<file path="src/rtl/hsv2rgb_pkg.sv">
// Shared types and constants for the HSV to RGB converter pipeline.
package hsv2rgb_pkg;

  localparam int unsigned NumStages = 5;

  localparam int unsigned HueW    = 10;
  localparam int unsigned PctW    = 7;
  localparam int unsigned ChanW   = 8;
  localparam int unsigned HueModW = 9;
  localparam int unsigned SvW     = 14;
  localparam int unsigned FracW   = 6;
  localparam int unsigned TermW   = 20;
  localparam int unsigned SumW    = 24;
  localparam int unsigned ScaledW = 18;
  localparam int unsigned RecipW  = 19;
  localparam int unsigned ProdW   = 37;

  localparam logic [HueW-1:0]    HueWrap1   = 10'd360;
  localparam logic [HueW-1:0]    HueWrap2   = 10'd720;
  localparam logic [PctW-1:0]    PctMax     = 7'd100;
  localparam logic [TermW-1:0]   SectorSpan = 20'd60;
  localparam logic [SvW-1:0]     PctScale   = 14'd100;
  localparam logic [TermW-1:0]   TermMax    = 20'd600000;
  localparam logic [ScaledW-1:0] ScaledMax  = 18'd159375;
  localparam logic [RecipW-1:0]  RecipK     = 19'd429497;
  localparam int unsigned        RecipShift = 28;

  typedef enum logic [2:0] {
    SecRedYel = 3'd0,
    SecYelGrn = 3'd1,
    SecGrnCyn = 3'd2,
    SecCynBlu = 3'd3,
    SecBluMag = 3'd4,
    SecMagRed = 3'd5
  } sector_e;

  typedef struct packed {
    logic [HueModW-1:0] h;
    logic [PctW-1:0]    s;
    logic [PctW-1:0]    v;
  } norm_t;

  typedef struct packed {
    logic [SvW-1:0]   sv;
    logic [PctW-1:0]  v;
    logic [FracW-1:0] f;
    sector_e          sector;
  } chroma_t;

  typedef struct packed {
    logic [ScaledW-1:0] r;
    logic [ScaledW-1:0] g;
    logic [ScaledW-1:0] b;
  } scaled_t;

  typedef struct packed {
    logic [NumStages-1:0] en;
    logic [NumStages-1:0] vld;
  } pipe_ctrl_t;

endpackage

</file>
<file path="src/rtl/hsv_to_rgb_converter.sv">
// Top level of the five-stage HSV to RGB converter.
//
// Input channel: in_valid_i / in_stall_o carry hue_i (degrees, wrapped modulo
// 360), saturation_i and brightness_i (percent, clamped to 100). A request is
// taken at a clock edge with in_valid_i high and in_stall_o low.
// Output channel: out_valid_o / out_stall_i carry red_o, green_o, blue_o, one
// result per request, in request order.
// Throughput: one request per cycle while the output is not stalled; the five
// register stages (wrap/clamp, sector and s*v, term products, placement and
// prescale, reciprocal multiply) each hold one request.
// Reset (rst_ni low) empties the pipeline at once; no clearing pass is needed.
// When the receiver stalls, the result holds on the outputs and each stage
// holds only if the stage after it is full, so bubbles close up and the input
// stalls only when all five stages hold a request.
module hsv_to_rgb_converter (
  input  logic                            clk_i,
  input  logic                            rst_ni,
  input  logic                            in_valid_i,
  output logic                            in_stall_o,
  input  logic [hsv2rgb_pkg::HueW-1:0]    hue_i,
  input  logic [hsv2rgb_pkg::PctW-1:0]    saturation_i,
  input  logic [hsv2rgb_pkg::PctW-1:0]    brightness_i,
  output logic                            out_valid_o,
  input  logic                            out_stall_i,
  output logic [hsv2rgb_pkg::ChanW-1:0]   red_o,
  output logic [hsv2rgb_pkg::ChanW-1:0]   green_o,
  output logic [hsv2rgb_pkg::ChanW-1:0]   blue_o
);
  import hsv2rgb_pkg::*;

  logic [NumStages-1:0] valid_d, valid_q;
  logic [NumStages-1:0] ready;
  logic [NumStages-1:0] vin;
  pipe_ctrl_t           ctrl;
  chroma_t              chroma;
  scaled_t              scaled;

  always_comb begin
    ready[NumStages-1] = !valid_q[NumStages-1] || !out_stall_i;
    for (int k = NumStages - 2; k >= 0; k--) begin
      ready[k] = !valid_q[k] || ready[k+1];
    end
    vin[0] = in_valid_i;
    for (int k = 1; k < NumStages; k++) begin
      vin[k] = valid_q[k-1];
    end
    for (int k = 0; k < NumStages; k++) begin
      valid_d[k] = ready[k] ? vin[k] : valid_q[k];
      ctrl.en[k] = ready[k] && vin[k];
    end
    ctrl.vld = valid_q;
  end

  always_ff @(posedge clk_i or negedge rst_ni) begin
    if (!rst_ni) begin
      valid_q <= '0;
    end else begin
      valid_q <= valid_d;
    end
  end

  assign in_stall_o  = !ready[0];
  assign out_valid_o = valid_q[NumStages-1];

  hsv2rgb_prep u_prep (
    .clk_i        (clk_i),
    .ctrl_i       (ctrl),
    .hue_i        (hue_i),
    .saturation_i (saturation_i),
    .brightness_i (brightness_i),
    .chroma_o     (chroma)
  );

  hsv2rgb_terms u_terms (
    .clk_i    (clk_i),
    .rst_ni   (rst_ni),
    .ctrl_i   (ctrl),
    .chroma_i (chroma),
    .scaled_o (scaled)
  );

  hsv2rgb_scale u_scale_r (
    .clk_i    (clk_i),
    .en_i     (ctrl.en[NumStages-1]),
    .scaled_i (scaled.r),
    .chan_o   (red_o)
  );

  hsv2rgb_scale u_scale_g (
    .clk_i    (clk_i),
    .en_i     (ctrl.en[NumStages-1]),
    .scaled_i (scaled.g),
    .chan_o   (green_o)
  );

  hsv2rgb_scale u_scale_b (
    .clk_i    (clk_i),
    .en_i     (ctrl.en[NumStages-1]),
    .scaled_i (scaled.b),
    .chan_o   (blue_o)
  );

  a_accept_fills_first: assert property (@(posedge clk_i) disable iff (!rst_ni)
    (in_valid_i && !in_stall_o) |=> valid_q[0])
    else $error("accepted request missing from first stage");

  a_full_stalls_input: assert property (@(posedge clk_i) disable iff (!rst_ni)
    ((&valid_q) && out_stall_i) |-> in_stall_o)
    else $error("input taken while pipeline full and output stalled");

  a_bubble_closes: assert property (@(posedge clk_i) disable iff (!rst_ni)
    (valid_q[NumStages-2] && !valid_q[NumStages-1]) |=> out_valid_o)
    else $error("request did not advance into empty output stage");

endmodule

</file>
<file path="src/rtl/hsv2rgb_prep.sv">
// Hue wrap, percent clamp, sector decode, hue fraction and s*v product.
module hsv2rgb_prep (
  input  logic                            clk_i,
  input  hsv2rgb_pkg::pipe_ctrl_t         ctrl_i,
  input  logic [hsv2rgb_pkg::HueW-1:0]    hue_i,
  input  logic [hsv2rgb_pkg::PctW-1:0]    saturation_i,
  input  logic [hsv2rgb_pkg::PctW-1:0]    brightness_i,
  output hsv2rgb_pkg::chroma_t            chroma_o
);
  import hsv2rgb_pkg::*;

  localparam logic [HueModW-1:0] H60  = 9'd60;
  localparam logic [HueModW-1:0] H120 = 9'd120;
  localparam logic [HueModW-1:0] H180 = 9'd180;
  localparam logic [HueModW-1:0] H240 = 9'd240;
  localparam logic [HueModW-1:0] H300 = 9'd300;
  localparam logic [PctW-1:0]    R60  = 7'd60;

  logic [HueW-1:0]    hue_red;
  norm_t              norm_d, norm_q;
  logic [HueModW-1:0] hr_wide;
  logic [PctW-1:0]    hr, hue_gap;
  chroma_t            chroma_d, chroma_q;

  always_comb begin
    if (hue_i >= HueWrap2) begin
      hue_red = hue_i - HueWrap2;
    end else if (hue_i >= HueWrap1) begin
      hue_red = hue_i - HueWrap1;
    end else begin
      hue_red = hue_i;
    end
    norm_d.h = hue_red[HueModW-1:0];
    norm_d.s = (saturation_i > PctMax) ? PctMax : saturation_i;
    norm_d.v = (brightness_i > PctMax) ? PctMax : brightness_i;
  end

  always_ff @(posedge clk_i) begin
    if (ctrl_i.en[0]) begin
      norm_q <= norm_d;
    end
  end

  always_comb begin
    if (norm_q.h >= H300) begin
      chroma_d.sector = SecMagRed;
    end else if (norm_q.h >= H240) begin
      chroma_d.sector = SecBluMag;
    end else if (norm_q.h >= H180) begin
      chroma_d.sector = SecCynBlu;
    end else if (norm_q.h >= H120) begin
      chroma_d.sector = SecGrnCyn;
    end else if (norm_q.h >= H60) begin
      chroma_d.sector = SecYelGrn;
    end else begin
      chroma_d.sector = SecRedYel;
    end

    if (norm_q.h >= H240) begin
      hr_wide = norm_q.h - H240;
    end else if (norm_q.h >= H120) begin
      hr_wide = norm_q.h - H120;
    end else begin
      hr_wide = norm_q.h;
    end
    hr      = hr_wide[PctW-1:0];
    hue_gap = (hr >= R60) ? (hr - R60) : (R60 - hr);

    chroma_d.f  = FracW'(R60 - hue_gap);
    chroma_d.sv = SvW'(norm_q.s) * SvW'(norm_q.v);
    chroma_d.v  = norm_q.v;
  end

  always_ff @(posedge clk_i) begin
    if (ctrl_i.en[1]) begin
      chroma_q <= chroma_d;
    end
  end

  assign chroma_o = chroma_q;

endmodule

</file>
<file path="src/rtl/hsv2rgb_terms.sv">
// Chroma, second component and offset terms, sector placement and channel prescale.
module hsv2rgb_terms (
  input  logic                    clk_i,
  input  logic                    rst_ni,
  input  hsv2rgb_pkg::pipe_ctrl_t ctrl_i,
  input  hsv2rgb_pkg::chroma_t    chroma_i,
  output hsv2rgb_pkg::scaled_t    scaled_o
);
  import hsv2rgb_pkg::*;

  logic [TermW-1:0] c_d, x_d, m_d;
  logic [TermW-1:0] c_q, x_q, m_q;
  logic [SvW-1:0]   vv;
  sector_e          sector_q;
  logic [TermW-1:0] rn, gn, bn;
  logic [TermW-1:0] rt, gt, bt;
  logic [SumW-1:0]  ry, gy, by;
  scaled_t          scaled_d, scaled_q;

  always_comb begin
    vv  = SvW'(chroma_i.v) * PctScale - chroma_i.sv;
    c_d = TermW'(chroma_i.sv) * SectorSpan;
    x_d = TermW'(chroma_i.sv) * TermW'(chroma_i.f);
    m_d = TermW'(vv) * SectorSpan;
  end

  always_ff @(posedge clk_i) begin
    if (ctrl_i.en[2]) begin
      c_q      <= c_d;
      x_q      <= x_d;
      m_q      <= m_d;
      sector_q <= chroma_i.sector;
    end
  end

  always_comb begin
    case (sector_q)
      SecRedYel: begin rn = c_q; gn = x_q; bn = '0;  end
      SecYelGrn: begin rn = x_q; gn = c_q; bn = '0;  end
      SecGrnCyn: begin rn = '0;  gn = c_q; bn = x_q; end
      SecCynBlu: begin rn = '0;  gn = x_q; bn = c_q; end
      SecBluMag: begin rn = x_q; gn = '0;  bn = c_q; end
      default:   begin rn = c_q; gn = '0;  bn = x_q; end
    endcase
    rt = rn + m_q;
    gt = gn + m_q;
    bt = bn + m_q;
    ry = {rt, 4'b0} + SumW'(rt);
    gy = {gt, 4'b0} + SumW'(gt);
    by = {bt, 4'b0} + SumW'(bt);
    scaled_d.r = ry[SumW-1:SumW-ScaledW];
    scaled_d.g = gy[SumW-1:SumW-ScaledW];
    scaled_d.b = by[SumW-1:SumW-ScaledW];
  end

  always_ff @(posedge clk_i) begin
    if (ctrl_i.en[3]) begin
      scaled_q <= scaled_d;
    end
  end

  assign scaled_o = scaled_q;

  a_x_within_c: assert property (@(posedge clk_i) disable iff (!rst_ni)
    ctrl_i.vld[2] |-> x_q <= c_q)
    else $error("second component exceeds chroma");

  a_sum_bounded: assert property (@(posedge clk_i) disable iff (!rst_ni)
    ctrl_i.vld[2] |-> ({1'b0, c_q} + {1'b0, m_q}) <= {1'b0, TermMax})
    else $error("chroma plus offset exceeds full scale");

  a_scaled_bounded: assert property (@(posedge clk_i) disable iff (!rst_ni)
    ctrl_i.vld[3] |-> (scaled_q.r <= ScaledMax && scaled_q.g <= ScaledMax &&
                       scaled_q.b <= ScaledMax))
    else $error("prescaled channel out of range");

endmodule

</file>
<file path="src/rtl/hsv2rgb_scale.sv">
// Final per-channel division by reciprocal multiply and output register.
module hsv2rgb_scale (
  input  logic                              clk_i,
  input  logic                              en_i,
  input  logic [hsv2rgb_pkg::ScaledW-1:0]   scaled_i,
  output logic [hsv2rgb_pkg::ChanW-1:0]     chan_o
);
  import hsv2rgb_pkg::*;

  logic [ProdW-1:0] prod;
  logic [ChanW-1:0] chan_q;

  assign prod = ProdW'(scaled_i) * ProdW'(RecipK);

  always_ff @(posedge clk_i) begin
    if (en_i) begin
      chan_q <= prod[RecipShift+ChanW-1:RecipShift];
    end
  end

  assign chan_o = chan_q;

endmodule

</file>
<file path="config.mk">
export PLATFORM = sky130hd
export DESIGN_NAME = hsv_to_rgb_converter
export DESIGN_NICKNAME = d
export VERILOG_FILES = /design/src/rtl/hsv2rgb_pkg.sv /design/src/rtl/hsv_to_rgb_converter.sv /design/src/rtl/hsv2rgb_prep.sv /design/src/rtl/hsv2rgb_terms.sv /design/src/rtl/hsv2rgb_scale.sv
export SDC_FILE = /design/constraint.sdc
export NUM_CORES = 2
export LEC_CHECK = 0
export BUFFER_PORTS_ARGS = -buffer_cell sky130_fd_sc_hd__buf_2
export CAP_MARGIN = 10
export CORE_AREA = 3 3 251 253
export CTS_CLUSTER_DIAMETER = 80
export CTS_CLUSTER_SIZE = 24
export DETAILED_ROUTE_END_ITERATION = 12
export DIE_AREA = 0 0 254 256
export GPL_TIMING_DRIVEN = 0
export HOLD_SLACK_MARGIN = 0.08
export PLACE_DENSITY = 0.75
export SYNTH_ARGS = -nofsm -noshare
export SYNTH_HDL_FRONTEND = slang
export SYNTH_SLANG_ARGS = --single-unit
export TNS_END_PERCENT = 50
</file>
<file path="constraint.sdc">
create_clock -name clk_i -period 12.5 [get_ports clk_i]
set_input_delay 1.875 -clock clk_i [delete_from_list [all_inputs] [get_ports clk_i]]
set_output_delay 1.875 -clock clk_i [all_outputs]
set_load 0.05 [all_outputs]
</file>
Word level (Yosys, flattened, before mapping)
Index checks and enable logic that the tools add are counted.

Bits in registers: 195. Input bits: 28. Output and inout port bits: 26. Logic and storage cells: 96.

$add $sub $neg: 14. Multipliers: 8. Order comparisons: 10. Equality and inequality tests: 4. Mux-type cells: 12. Reduce and logical (&&, ||, !) cells: 25.

Operator list (count): one-hot mux 20 bit (2 select lines) (3); multiplier 18 x 19 -> 36 bit, second input constant (3); adder 24 x 20 -> 24 bit (3); adder 20 bit (3); multiplier 14 x 4 -> 18 bit, second input constant (2); multiplier 14 x 6 -> 20 bit (1); >= comparator 9 x 8 -> 1 bit, second input constant (2); two-way mux 9 bit (2); greater-than comparator 7 bit, second input constant (2); multiplier 7 x 7 -> 14 bit (1); two-way mux 7 bit (2); OR reduction 2 bit (7); subtractor 14 bit (1); subtractor 7 bit, second input constant (2); multiplier 7 x 5 -> 12 bit, second input constant (1); subtractor 6 bit, first input constant (2); >= comparator 10 bit, second input constant (1); >= comparator 10 x 9 -> 1 bit, second input constant (1); >= comparator 9 x 6 -> 1 bit, second input constant (1); >= comparator 9 x 7 -> 1 bit, second input constant (1); >= comparator 9 bit, second input constant (1); subtractor 9 x 8 -> 9 bit, second input constant (1); subtractor 9 bit, second input constant (1); >= comparator 7 x 6 -> 1 bit, second input constant (1); 11 further kinds (28).

Longest topological paths before layout
Word-level depth: 7. Mapped depth: 25. Gate-level depth less buffers: 25.

Modules after synthesis
From an unflattened synthesis, not the netlist that was laid out.

Cells, all modules: 3805. Area total of the unflattened synthesis: 37747.5 µm².

By module, submodules not included: hsv2rgb_terms (times used 1, cells each 1459, area each 14156.1 µm², sequential area each 3363.2 µm²); hsv2rgb_scale (u_scale_b ...) (times used 2, cells each 653, area each 6408.6 µm², sequential area each 240.2 µm²); hsv2rgb_scale (u_scale_r) (times used 1, cells each 623, area each 6276.0 µm², sequential area each 240.2 µm²); hsv2rgb_prep (times used 1, cells each 397, area each 4267.8 µm², sequential area each 1591.5 µm²); hsv_to_rgb_converter (times used 1, cells each 20, area each 230.2 µm², sequential area each 125.1 µm²).

Worst setup path after synthesis
OpenSTA, ideal clock, no wires.

Kind: flip-flop to flip-flop. Start: register u_prep.chroma_q, in the netlist u_prep.chroma_o[11]. End: register u_terms.m_q[19] (data pin). Setup time: 0.258 ns. Data arrival time: 5.759 ns. Required time: 12.242 ns. Path slack: 6.484 ns. Cell stages (with the launch flop): 24. Path buffers: 0. Clock period less this slack: 6.016 ns. Path through: edfxtp_1 > ha_1 > ha_1 > fa_1 > ha_1 > a21oi_1 > o21bai_1 > a21oi_1 > xnor2_1 > ha_1 > and3_1 > a21oi_1 > o31a_1 > inv_1 > fa_1 > fa_1 > inv_1 > ha_1 > or3_1 > a211oi_1 > nor3_1 > a2111o_1 > a21oi_1 > xnor2_1.

Longest elaborated chain between the ends: 3.

RTL lines: from (decl) (line hsv2rgb_prep.sv:23) `chroma_t chroma_d, chroma_q;`; from (signal assigned) (line hsv2rgb_prep.sv:76) `chroma_q <= chroma_d;`; multiplier 7 x 5 -> 12 bit (line hsv2rgb_terms.sv:21) `vv = SvW'(chroma_i.v) * PctScale - chroma_i.sv;`; subtractor 14 bit (line hsv2rgb_terms.sv:21); multiplier 14 x 4 -> 18 bit (line hsv2rgb_terms.sv:24) `m_d = TermW'(vv) * SectorSpan;`; via u_terms.m_d[19] (line hsv2rgb_terms.sv:11) `logic [TermW-1:0] c_d, x_d, m_d;`; to (signal assigned) (line hsv2rgb_terms.sv:31) `m_q <= m_d;`; to (decl) (line hsv2rgb_terms.sv:12) `logic [TermW-1:0] c_q, x_q, m_q;`.

The timed path passes the listed nets, and every way through them passes these cells. A chain may end at the register's enable or synchronous reset.

Final worst setup path
Start: register u_terms.scaled_q, in the netlist u_terms.scaled_o[29]. End: register u_scale_g.chan_q[7], in the netlist u_scale_g.chan_o[7] (data pin).

Longest elaborated chain between the ends: 1.

RTL lines: from (decl) (line hsv2rgb_terms.sv:18) `scaled_t scaled_d, scaled_q;`; from (signal assigned) (line hsv2rgb_terms.sv:58) `scaled_q <= scaled_d;`; multiplier 18 x 19 -> 36 bit (line hsv2rgb_scale.sv:13) `assign prod = ProdW'(scaled_i) * ProdW'(RecipK);`; via u_scale_g.prod[35] (line hsv2rgb_scale.sv:10) `logic [ProdW-1:0] prod;`; to (signal assigned) (line hsv2rgb_scale.sv:17) `chan_q <= prod[RecipShift+ChanW-1:RecipShift];`; to (decl) (line hsv2rgb_scale.sv:11) `logic [ChanW-1:0] chan_q;`.

The timed path passes the listed nets, and every way through them passes these cells.

==> impl_metrics.json <==
{
  "yosysUniqueCellTypes": 76,
  "start_util": 0.583,
  "routedWlPerCell_um": 17.1,
  "status": "finished, final reports clean",
  "crit_path_end": "u_scale_g.chan_o[7]",
  "syn_area_sq_um": 35700,
  "setup-tns-final_ns": 0,
  "cts_hold_buf": 0,
  "nFillCells": 5014,
  "rsz0062_at_grt": "false",
  "r2r-start": "u_terms.scaled_o[29]",
  "hold_viol": 0,
  "grt_max_degree": 38,
  "drv_slew": 0,
  "drt_iter0_markers": 1387,
  "synth_area_per_cell_sq_um": 10.2,
  "critPathRequiredTime_ns": 12.76,
  "syn_nets": 4720,
  "wirelength_mm": 74.9,
  "remaining_drc_errors": 0,
  "dieArea_sq_um": 65000,
  "use_met3": 0.0362,
  "drive_above_1_share": 0.0340,
  "drt.antenna.violating_nets": 0,
  "globalplace.congestion": 0.967,
  "cts_resized": 0,
  "ys_ff_latch": 194,
  "relSlewSlack": 0.249,
  "synth_top_flop_cell": "edfxtp_1",
  "synth_warnings": 0,
  "grt_pass1_vias": 25500,
  "cts_tree": "built",
  "path_class": "reg -> reg",
  "post-cts-setup-buffer-count": 0,
  "dieWidth_um": 254,
  "grt_pass1_wl_mm": 126,
  "dp_cells": 4350,
  "finClkSkew_ns": 0.0260,
  "track_usage": 0.242,
  "cp_max_fo": 7,
  "max_cap_viol_count": 0,
  "io_buffers": 51,
  "worstMarginPinSlew_ns": 1.13,
  "synthCells": 3506,
  "startpoint": "u_terms.scaled_o[29]",
  "vias_per_cell": 5.55,
  "async_flop_share": 0.0258,
  "ff2ff_path_depth": 20,
  "numCtsBuffers": 17,
  "period_needed_ns": 6.97,
  "synth_edf_count": 189,
  "start_kind": "flop",
  "synthToLayoutAreaGrowth_pct": 5.45,
  "setup_viol": 0,
  "grt.busiest_layer": "met2",
  "end_kind": "flop",
  "clock_latency_ns": 0.51,
  "met1_usage": 0.327,
  "via_count": 24300,
  "post_layout_nonfiller_instances": 4382,
  "fin_nets": 4793,
  "timing.rr.end": "u_scale_g.chan_o[7]",
  "num_rows": 91,
  "reg2reg_slack_ns": 5.53,
  "clk_transition_reported_paths_ns": 0.08,
  "core_sq_um": 61300,
  "fin_crit_sh": 0.558,
  "grt.overflow.total": 0,
  "cts.sinks": 194,
  "firstDrtPassIters": 5,
  "diodes": 0,
  "cts.path.max_buffers": 2,
  "ios": 54,
  "seq_area_frac_synth": 0.162,
  "dieHeight_um": 256,
  "met2_usage": 0.407,
  "antenna_found_initial": 0,
  "fmax_ghz": 0.143,
  "root_buffer": "clkbuf_16",
  "hpwlAfterDp_mm": 64.3,
  "htree_levels": 4,
  "hold_class": "reg -> reg",
  "worstPathArrival_ns": 7.23
}
[area by class of cell]
class / instances / area, sq um / area share
timing repair buffer: 54 / 315 / 0.00837
sequential: 194 / 5800 / 0.154
inverter: 770 / 2890 / 0.0767
multi-input combinational: 2508 / 26900 / 0.714
tap: 790 / 988 / 0.0262
clock inverter: 15 / 196 / 0.00521
buffer: 34 / 141 / 0.00375
clock buffer: 17 / 425 / 0.0113
[metrics by stage]
stage                     utilization  hold slack (ns)  setup slack, ns  cell area [sq um]
after global placement          0.603            0.406             5.70              37000
final                           0.615            0.422             5.53              37700
after global routing            0.615            0.429             5.39              37700
after CTS                       0.615            0.423             5.64              37700
after detailed placement        0.605            0.405             5.66              37000
after floorplan                     -            0.400             6.48              35700
[synthesized netlist by cell type, drive strengths merged, types with 8 or more instances]
cell | instances | area [sq um]
a2111oi | 8 | 70.1
a211o | 11 | 96.3
a211oi | 25 | 188
a21o | 53 | 398
a21oi | 142 | 711
a22o | 52 | 455
and2 | 64 | 400
and3 | 16 | 100
buf | 8 | 43.8
clkbuf | 26 | 97.6
edfxtp | 189 | 5680
fa | 504 | 10100
ha | 682 | 8530
inv | 770 | 2890
nand2 | 176 | 661
nand2b | 18 | 113
nand3 | 48 | 240
nand4 | 11 | 68.8
nor2 | 134 | 503
nor2b | 26 | 163
nor3 | 46 | 230
o211ai | 11 | 82.6
o21a | 35 | 263
o21ai | 72 | 360
o21bai | 21 | 158
o31a | 8 | 70.1
o31ai | 10 | 85.1
or2 | 13 | 81.3
or3 | 20 | 125
xnor2 | 145 | 1270
xor2 | 60 | 526
[registers in the layout, indices dropped and copies added, names as in the netlist]
register,flops
u_terms.m_q,17
u_scale_g.chan_o,8
u_scale_b.chan_o,8
u_prep.chroma_d,7
u_terms.c_q,18
u_terms.x_q,20
u_terms.scaled_o,54
u_scale_r.chan_o,8
u_prep.chroma_o,30
u_terms.sector_q,3
valid_q,5
u_prep.norm_q,16
[layout by cell type, fill, tap and decap left out, types with 25 or more instances in the layout]
cell      instances
a21o_1           53
nand2_1         176
nor2b_1          25
buf_2            56
xnor2_1         145
fa_1            504
edfxtp_1        189
nor2_1          134
a211oi_1         25
o21ai_0          68
ha_1            682
nand3_1          48
clkbuf_1         26
o21a_1           35
a22o_1           52
and2_1           62
xor2_1           60
inv_1           770
nor3_1           46
a21oi_1         142
[worst max-delay path: stages (launching register included)]
cell and delay (ns):
edfxtp_1 0.65, ha_1 0.41, inv_1 0.11, fa_1 0.56, inv_1 0.06, fa_1 0.52
fa_1 0.50, inv_1 0.05, fa_1 0.47, inv_1 0.05, fa_1 0.45, ha_1 0.31
a21o_1 0.18, a21o_1 0.17, a211o_1 0.34, a211o_1 0.32, a221oi_1 0.67, o21ai_1 0.26
o41a_1 0.39, a21oi_1 0.19, xnor2_1 0.07
[worst min path at each step]
stage,from,endpoint,cells after the start
finish,u_prep.chroma_o[2],u_terms.sector_q[2],0
global route,u_prep.chroma_o[2],u_terms.sector_q[2],0
CTS,u_prep.chroma_o[2],u_terms.sector_q[2],0
detailed placement,u_prep.chroma_o[2],u_terms.sector_q[2],0
global placement,u_prep.chroma_o[2],u_terms.sector_q[2],0
floorplan,u_prep.chroma_o[0],u_terms.sector_q[0],0
[cell families (layout without fill, tap and decap cells)]
family,after synthesis,in the layout,synth area share
DFF,194,194,0.162
and+or+nand+nor,592,592,0.0795
buffers and inverters,804,890,0.0849
AOI/OAI and AO/OA,520,520,0.100
xor gates and xnor gates,205,205,0.0503
muxes,5,5,0.00147
adders and majority gates,1186,1186,0.521
[routing by layer]
| layer | vias up | share of wire |
|---|---|---|
| met5 | - | 0 |
| met4 | 0 | 0.025 |
| met3 | 126 | 0.049 |
| met2 | 553 | 0.48 |
| met1 | 11900 | 0.44 |
| li1 | 11700 | - |
Power is left out: the tool's default activity adds up to more than one toggle a clock period on the data nets, which glitch-free logic cannot reach.
